File: src/hw/rtl/mpe_pkg.sv
package mpe_pkg;

   localparam int unsigned DATA_W        = 16;
   localparam int unsigned PROD_W        = 2 * DATA_W;
   localparam int unsigned CNT_W         = 3;
   localparam int unsigned CSR_IDX_W     = 3;
   localparam int unsigned NUM_COEFS     = 6;
   localparam int unsigned MAX_TERMS_DEF = 6;

   localparam logic [DATA_W-1:0] MODULUS_RST    = 16'd10079;
   localparam logic [CNT_W-1:0]  TERM_COUNT_RST = 3'd3;
   localparam logic [DATA_W-1:0] COEF_RST       = 16'd0;

   typedef enum logic [CSR_IDX_W-1:0] {
      CSR_MODULUS    = 3'd0,
      CSR_TERM_COUNT = 3'd1,
      CSR_COEF_ZERO  = 3'd2,
      CSR_COEF_ONE   = 3'd3,
      CSR_COEF_TWO   = 3'd4,
      CSR_COEF_THREE = 3'd5,
      CSR_COEF_FOUR  = 3'd6,
      CSR_COEF_FIVE  = 3'd7
   } csr_index_type;

   typedef struct packed {
      logic [DATA_W-1:0]                  modulus;
      logic [CNT_W-1:0]                   term_count;
      logic [NUM_COEFS-1:0][DATA_W-1:0]   coef;
   } cfg_type;

   typedef struct packed {
      logic              start;
      logic [PROD_W-1:0] dividend;
      logic [DATA_W-1:0] divisor;
   } rem_req_type;

   typedef struct packed {
      logic              done;
      logic [DATA_W-1:0] remainder;
   } rem_rsp_type;

endpackage

File: src/hw/rtl/modular_polynomial_eval.sv
// each term but the last takes two passes of the 32-step bit-serial remainder unit,
// coefficient times power and then power times point; the last term takes the first only
// a zero modulus or term count gives a zero result without using the unit
// not ready for a new point while an item is at work
// reset: synchronous, active high; registers return to modulus 10079, three terms,
// all coefficients zero
module modular_polynomial_eval #(
   parameter int unsigned MAX_TERMS = mpe_pkg::MAX_TERMS_DEF
) (
   input  logic                          clock,
   input  logic                          reset,
   input  logic                          req_valid,
   output logic                          req_ready,
   input  logic [mpe_pkg::DATA_W-1:0]    req_point,
   output logic                          rsp_valid,
   input  logic                          rsp_ready,
   output logic [mpe_pkg::DATA_W-1:0]    rsp_share_value,
   input  logic                          csr_valid,
   output logic                          csr_ready,
   input  logic [mpe_pkg::CSR_IDX_W-1:0] csr_index,
   input  logic [mpe_pkg::DATA_W-1:0]    csr_data
);
   import mpe_pkg::*;

   cfg_type     cfg;
   rem_req_type rem_req;
   rem_rsp_type rem_rsp;

   mpe_csr u_csr (
      .clock     (clock),
      .reset     (reset),
      .csr_valid (csr_valid),
      .csr_ready (csr_ready),
      .csr_index (csr_index),
      .csr_data  (csr_data),
      .cfg       (cfg)
   );

   mpe_rem u_rem (
      .clock   (clock),
      .reset   (reset),
      .rem_req (rem_req),
      .rem_rsp (rem_rsp)
   );

   mpe_ctrl #(
      .MAX_TERMS (MAX_TERMS)
   ) u_ctrl (
      .clock           (clock),
      .reset           (reset),
      .cfg             (cfg),
      .req_valid       (req_valid),
      .req_ready       (req_ready),
      .req_point       (req_point),
      .rsp_valid       (rsp_valid),
      .rsp_ready       (rsp_ready),
      .rsp_share_value (rsp_share_value),
      .rem_req         (rem_req),
      .rem_rsp         (rem_rsp)
   );

endmodule

File: src/hw/rtl/mpe_csr.sv
module mpe_csr (
   input  logic                              clock,
   input  logic                              reset,
   input  logic                              csr_valid,
   output logic                              csr_ready,
   input  logic [mpe_pkg::CSR_IDX_W-1:0]     csr_index,
   input  logic [mpe_pkg::DATA_W-1:0]        csr_data,
   output mpe_pkg::cfg_type                  cfg
);
   import mpe_pkg::*;

   cfg_type cfg_ff, cfg_in;

   assign csr_ready = 1'b1;
   assign cfg       = cfg_ff;

   always_comb begin
      cfg_in = cfg_ff;
      if (csr_valid) begin
         unique case (csr_index_type'(csr_index))
            CSR_MODULUS:    cfg_in.modulus    = csr_data;
            CSR_TERM_COUNT: cfg_in.term_count = csr_data[CNT_W-1:0];
            CSR_COEF_ZERO:  cfg_in.coef[0]    = csr_data;
            CSR_COEF_ONE:   cfg_in.coef[1]    = csr_data;
            CSR_COEF_TWO:   cfg_in.coef[2]    = csr_data;
            CSR_COEF_THREE: cfg_in.coef[3]    = csr_data;
            CSR_COEF_FOUR:  cfg_in.coef[4]    = csr_data;
            CSR_COEF_FIVE:  cfg_in.coef[5]    = csr_data;
         endcase
      end
   end

   always_ff @(posedge clock) begin
      if (reset) begin
         cfg_ff.modulus    <= MODULUS_RST;
         cfg_ff.term_count <= TERM_COUNT_RST;
         for (int k = 0; k < NUM_COEFS; k++) begin
            cfg_ff.coef[k] <= COEF_RST;
         end
      end else begin
         cfg_ff <= cfg_in;
      end
   end

endmodule

File: src/hw/rtl/mpe_rem.sv
module mpe_rem (
   input  logic                  clock,
   input  logic                  reset,
   input  mpe_pkg::rem_req_type  rem_req,
   output mpe_pkg::rem_rsp_type  rem_rsp
);
   import mpe_pkg::*;

   localparam int unsigned STEP_W = $clog2(PROD_W);

   logic              busy_ff, busy_in;
   logic              done_ff, done_in;
   logic [STEP_W-1:0] step_ff, step_in;
   logic [PROD_W-1:0] dvd_ff, dvd_in;
   logic [DATA_W-1:0] rem_ff, rem_in;
   logic [DATA_W-1:0] dvs_ff, dvs_in;
   logic [DATA_W:0]   trial;
   logic [DATA_W:0]   diff;

   assign trial = {rem_ff, dvd_ff[PROD_W-1]};
   assign diff  = trial - {1'b0, dvs_ff};

   assign rem_rsp.done      = done_ff;
   assign rem_rsp.remainder = rem_ff;

   // one quotient bit per cycle, remainder kept
   always_comb begin
      busy_in = busy_ff;
      done_in = 1'b0;
      step_in = step_ff;
      dvd_in  = dvd_ff;
      rem_in  = rem_ff;
      dvs_in  = dvs_ff;
      if (busy_ff) begin
         dvd_in  = dvd_ff << 1;
         rem_in  = diff[DATA_W] ? trial[DATA_W-1:0] : diff[DATA_W-1:0];
         step_in = step_ff + STEP_W'(1);
         if (step_ff == STEP_W'(PROD_W - 1)) begin
            busy_in = 1'b0;
            done_in = 1'b1;
         end
      end else if (rem_req.start) begin
         dvd_in  = rem_req.dividend;
         dvs_in  = rem_req.divisor;
         rem_in  = '0;
         step_in = '0;
         busy_in = 1'b1;
      end
   end

   always_ff @(posedge clock) begin
      if (reset) begin
         busy_ff <= 1'b0;
         done_ff <= 1'b0;
      end else begin
         busy_ff <= busy_in;
         done_ff <= done_in;
      end
      step_ff <= step_in;
      dvd_ff  <= dvd_in;
      rem_ff  <= rem_in;
      dvs_ff  <= dvs_in;
   end

endmodule

File: src/hw/rtl/mpe_ctrl.sv
module mpe_ctrl #(
   parameter int unsigned MAX_TERMS = mpe_pkg::MAX_TERMS_DEF
) (
   input  logic                          clock,
   input  logic                          reset,
   input  mpe_pkg::cfg_type              cfg,
   input  logic                          req_valid,
   output logic                          req_ready,
   input  logic [mpe_pkg::DATA_W-1:0]    req_point,
   output logic                          rsp_valid,
   input  logic                          rsp_ready,
   output logic [mpe_pkg::DATA_W-1:0]    rsp_share_value,
   output mpe_pkg::rem_req_type          rem_req,
   input  mpe_pkg::rem_rsp_type          rem_rsp
);
   import mpe_pkg::*;

   localparam int unsigned IDX_W = (MAX_TERMS > 1) ? $clog2(MAX_TERMS) : 1;
   localparam logic [CNT_W-1:0] TERM_LIMIT = CNT_W'(MAX_TERMS);

   typedef enum logic [4:0] {
      S_IDLE      = 5'b00001,
      S_COEF      = 5'b00010,
      S_COEF_WAIT = 5'b00100,
      S_POW_WAIT  = 5'b01000,
      S_DONE      = 5'b10000
   } state_type;

   state_type         state_ff, state_in;
   logic [DATA_W-1:0] x_ff, x_in;
   logic [DATA_W-1:0] pw_ff, pw_in;
   logic [DATA_W-1:0] acc_ff, acc_in;
   logic [IDX_W-1:0]  idx_ff, idx_in;
   logic [CNT_W-1:0]  n_ff, n_in;
   logic              rsp_valid_ff, rsp_valid_in;
   logic [DATA_W-1:0] share_ff, share_in;

   logic [CNT_W-1:0]  n_sat;
   logic [DATA_W-1:0] coef_sel;
   logic [DATA_W-1:0] mul_a;
   logic [PROD_W-1:0] product;
   logic [DATA_W:0]   sum;
   logic [DATA_W:0]   sum_red;
   logic              is_last;
   logic              rem_start;

   assign n_sat    = (cfg.term_count > TERM_LIMIT) ? TERM_LIMIT : cfg.term_count;
   assign coef_sel = cfg.coef[CNT_W'(idx_ff)];
   assign mul_a    = (state_ff == S_COEF) ? coef_sel : x_ff;
   assign product  = PROD_W'(mul_a) * PROD_W'(pw_ff);
   assign sum      = {1'b0, acc_ff} + {1'b0, rem_rsp.remainder};
   assign sum_red  = (sum >= {1'b0, cfg.modulus}) ? sum - {1'b0, cfg.modulus} : sum;
   assign is_last  = (CNT_W'(idx_ff) + CNT_W'(1)) == n_ff;

   assign rem_req.start    = rem_start;
   assign rem_req.dividend = product;
   assign rem_req.divisor  = cfg.modulus;

   assign req_ready       = (state_ff == S_IDLE);
   assign rsp_valid       = rsp_valid_ff;
   assign rsp_share_value = share_ff;

   always_comb begin
      state_in      = state_ff;
      x_in          = x_ff;
      pw_in         = pw_ff;
      acc_in        = acc_ff;
      idx_in        = idx_ff;
      n_in          = n_ff;
      share_in      = share_ff;
      rsp_valid_in  = rsp_valid_ff && !rsp_ready;
      rem_start     = 1'b0;
      unique case (state_ff)
         S_IDLE: begin
            if (req_valid) begin
               x_in   = req_point;
               pw_in  = DATA_W'(1);
               acc_in = '0;
               idx_in = '0;
               n_in   = n_sat;
               if (cfg.modulus == '0 || n_sat == '0) begin
                  state_in = S_DONE;
               end else begin
                  state_in = S_COEF;
               end
            end
         end
         S_COEF: begin
            rem_start = 1'b1;
            state_in  = S_COEF_WAIT;
         end
         S_COEF_WAIT: begin
            if (rem_rsp.done) begin
               acc_in = sum_red[DATA_W-1:0];
               if (is_last) begin
                  state_in = S_DONE;
               end else begin
                  // power times point goes straight into the unit
                  rem_start = 1'b1;
                  state_in  = S_POW_WAIT;
               end
            end
         end
         S_POW_WAIT: begin
            if (rem_rsp.done) begin
               pw_in    = rem_rsp.remainder;
               idx_in   = idx_ff + IDX_W'(1);
               state_in = S_COEF;
            end
         end
         S_DONE: begin
            if (!rsp_valid_ff || rsp_ready) begin
               rsp_valid_in = 1'b1;
               share_in     = acc_ff;
               state_in     = S_IDLE;
            end
         end
      endcase
   end

   always_ff @(posedge clock) begin
      if (reset) begin
         state_ff     <= S_IDLE;
         rsp_valid_ff <= 1'b0;
      end else begin
         state_ff     <= state_in;
         rsp_valid_ff <= rsp_valid_in;
      end
      x_ff     <= x_in;
      pw_ff    <= pw_in;
      acc_ff   <= acc_in;
      idx_ff   <= idx_in;
      n_ff     <= n_in;
      share_ff <= share_in;
   end

endmodule

File: config.mk
export PLATFORM = sky130hd
export DESIGN_NAME = modular_polynomial_eval
export DESIGN_NICKNAME = d
export VERILOG_FILES = /design/src/hw/rtl/mpe_pkg.sv /design/src/hw/rtl/modular_polynomial_eval.sv /design/src/hw/rtl/mpe_csr.sv /design/src/hw/rtl/mpe_rem.sv /design/src/hw/rtl/mpe_ctrl.sv
export SDC_FILE = /design/constraint.sdc
export NUM_CORES = 1
export LEC_CHECK = 0
export BUFFER_PORTS_ARGS = -buffer_cell sky130_fd_sc_hd__buf_2
export CORE_MARGIN = 10
export CORE_UTILIZATION = 32
export DETAILED_ROUTE_END_ITERATION = 10
export RECOVER_POWER = 25
export SETUP_SLACK_MARGIN = 0.5
export SLEW_MARGIN = 20
export SYNTH_ARGS = -nofsm -noshare
export SYNTH_HDL_FRONTEND = slang
export SYNTH_SLANG_ARGS = --single-unit
File: constraint.sdc
create_clock -name clock -period 10.5 [get_ports clock]
set_clock_uncertainty 0.15 [all_clocks]
set_input_delay 3.15 -clock clock [delete_from_list [all_inputs] [get_ports clock]]
set_output_delay 3.15 -clock clock [all_outputs]
set_load 0.01 [all_outputs]
==> qor.yml <==
drv_cap: 3
wl_um: 58420
rsz0062_at_grt: "no"
gp_congestion: 0.8888
grtUsageMet3_pct: 2.328
rows: 95
max-slew-margin-rel_pct: -102.8
final.setup.tns_ps: 0
viasPerCell: 5.162
routed-via-count: 16674
numCtsBuffers: 31
avgSynthCellArea_um2: 9.338
grt_use_met1_pct: 19.17
path_max_fanout: 26
synth.distinct_cells: 81
synth_top_area_share_pct: 19.12
synth_edf_count: 138
worstPathRequired_ps: 10710
start_kind: "flip-flop"
root_buffer: "clkbuf_16"
die_height_um: 280.3
grt_pass1_vias: 17374
dp_hpwl_um: 43090
cp_common_cell: "fa_1"
routed_wire_length_per_instance_um: 18.09
multi_input_area_um2: 13610
fp.dieW_um: 280.3
io_pins: 59
drive_gt1_share_pct: 7.849
crit_path_max_incr_delay_ps: 790
finalCriticalPeriod_ps: 8283
period_share_pct: 78.89
h-tree-depth: 1
ant_nets: 0
clkTransAtPathRegs_ps: 70
cts.sinks: 262
yosysMostFrequentCell: "nand2_1"
start_util_pct: 32.27
fill_cells: 6705
register_area_um2: 6628
grt-busiest-layer: "met2"
crit_path_cell_trace: "clkinv_1 > o311ai_0 > o21a_1 > nand2_1 > fa_1 > fa_1 > fa_1 > inv_1 > ha_1 > fa_1 > inv_1 > fa_1 > inv_1 > ha_1 > nand3_1 > a211oi_1 > o31a_1 > o31ai_1 > a21oi_1 > a31o_1 > a221o_1"
crit_type: "flip-flop to flip-flop"
endpoint_kind: "flip-flop"
timing.hold.ws_ps: 302.8
hold_viol_final: 0
worstMarginPinSlew_ps: 3042
hold_path.class: "flip-flop to flip-flop"
cp.arrival_ps: 8490
cts_resized: 0
grt_max_degree: 69
grt_pass1_wl_um: 95070
diodes: 0
finalNetCount: 2724
syn_area_um2: 21670
ys_seq_area_share_pct: 30.57
synthTopCellsByArea: "edfxtp_1 19%, fa_1 18%, dfxtp_1 11%"
area_growth_pct: 10.52
setup_viol: 0
synth_top_cell_by_area: "edfxtp_1"
fmax_mhz: 120.7
antenna_found_initial: 0
critical_path.startpoint: "u_ctrl.idx_ff[2]"
grtUsageTotal_pct: 14.91
die-area_um2: 78540
ys_async_sr_fraction_pct: 0
cts_tree: "done"
violations: "max-capacitance violations, max-slew violations"
slew_violations: 145
syn_nets: 2713
synth_cells: 2321
core_um2: 67160
drt-pass1-iter-count: 5
portBuffers: 57
yosys-top-cells-count: "401 x nand2_1, 280 x inv_1, 197 x fa_1, 173 x a21oi_1, 155 x ha_1"
synth_warnings: 0
synth-seq-cells: 262
grt_util_met2_pct: 25.73
clockBufferDepth: 3
cts_hold_buf: 0
drt_iter0_markers: 1455
cts_setup_buffers: 0
status: "finished, violations left"
overflow: 0
drc: 0
insertion_delay_ps: 610
r2r_start: "u_ctrl.idx_ff[2]"
min-delay-start: "u_csr.cfg[49]"
slowest_stage: "o311ai_0"
synth_flop_cell: "edfxtp_1"
fin_util_pct: 35.67
## path summary, 6_finish.rpt
kind                            to  slack (ps)  cells after the start
setup reg to reg  u_rem.dvd_ff[29]        2220                     21
setup / recovery  u_rem.dvd_ff[29]        2220                     21
hold reg to reg      u_csr.cfg[49]         300                      2
hold / removal       u_csr.cfg[49]         300                      2
## metal layers
metal	wire length [µm]	part of all wire, %
met1	25490	44
met2	28200	48
met3	3296	5.6
met4	1434	2.5
met5	0	0
## kinds of logic (layout without fill, tap and decap cells)
kind of cell	count (synthesis)	count (layout)	share of synthesized area, %
compound gates	420	420	12.69
xor+xnor	52	52	2.165
fa+ha+maj	352	352	27.14
buf+inv	387	423	6.864
flops	262	262	30.57
mux	56	56	3.550
other cells	1	1	0.01730
simple gates	791	791	16.99
## through the flow
| stage | instances | worst slack, ps | area, µm² |
|---|---|---|---|
| 3_5_place_dp | 3172 | 2318 | 22860 |
| 5_1_grt | 3230 | 1772 | 23950 |
| 3_3_place_gp | 3172 | 2515 | 22860 |
| 2_1_floorplan | 2321 | 3085 | 21670 |
| 4_1_cts | 3230 | 2295 | 23960 |
| 6_report | 3230 | 2217 | 23950 |
## sequential cells by signal, indices dropped and copies added, names as in the netlist, 3 cells and up
signal                  cells
u_csr.cfg                 115
u_rem.dvd_ff               32
u_ctrl.acc_ff              16
u_ctrl.pw_ff               16
u_ctrl.rsp_share_value     16
u_ctrl.x_ff                16
u_rem.dvs_ff               16
u_rem.rem_ff               16
u_ctrl.state_ff             5
u_rem.step_ff               5
u_ctrl.idx_ff               3
u_ctrl.n_ff                 3
## cells in the final DEF (no fill, tap or decap), types with 9 or more instances in the layout
master,n
nor2b_1,47
o31ai_1,11
ha_1,155
xor2_1,19
nand2_1,400
buf_2,55
mux2i_1,33
dfxtp_1,123
and3_1,11
a21oi_1,173
xnor2_1,31
a211o_1,18
clkbuf_16,35
edfxtp_1,138
a22o_1,15
and2_1,92
nor2_1,90
inv_1,280
a31oi_1,10
o311ai_0,10
and2_0,12
fa_1,197
nand3_1,25
a21o_1,29
nand2b_1,28
o21a_1,23
nor3_1,30
buf_4,24
o21ai_0,44
nand4_1,10
or3_1,13
mux4_2,16
a211oi_1,14
clkbuf_8,9
## cell type report
class / count / share of cell area, %
clock buffer: 46 / 4.205
inverter: 281 / 4.403
clock inverter: 12 / 0.3813
timing repair buffer: 84 / 1.980
sequential: 262 / 27.67
multi-input combinational: 1672 / 56.80
tap: 873 / 4.560
## worst max-delay path, delay by kind of cell (launching register included)
family          cells  cell delay (ps)
fa+ha+maj           7             3300
compound gates      8             3220
buf+inv             4              660
flops               1              390
simple gates        2              280
Power is not shown: default switching activity piles up to over one toggle a cycle in this logic, so the estimate is an artifact.
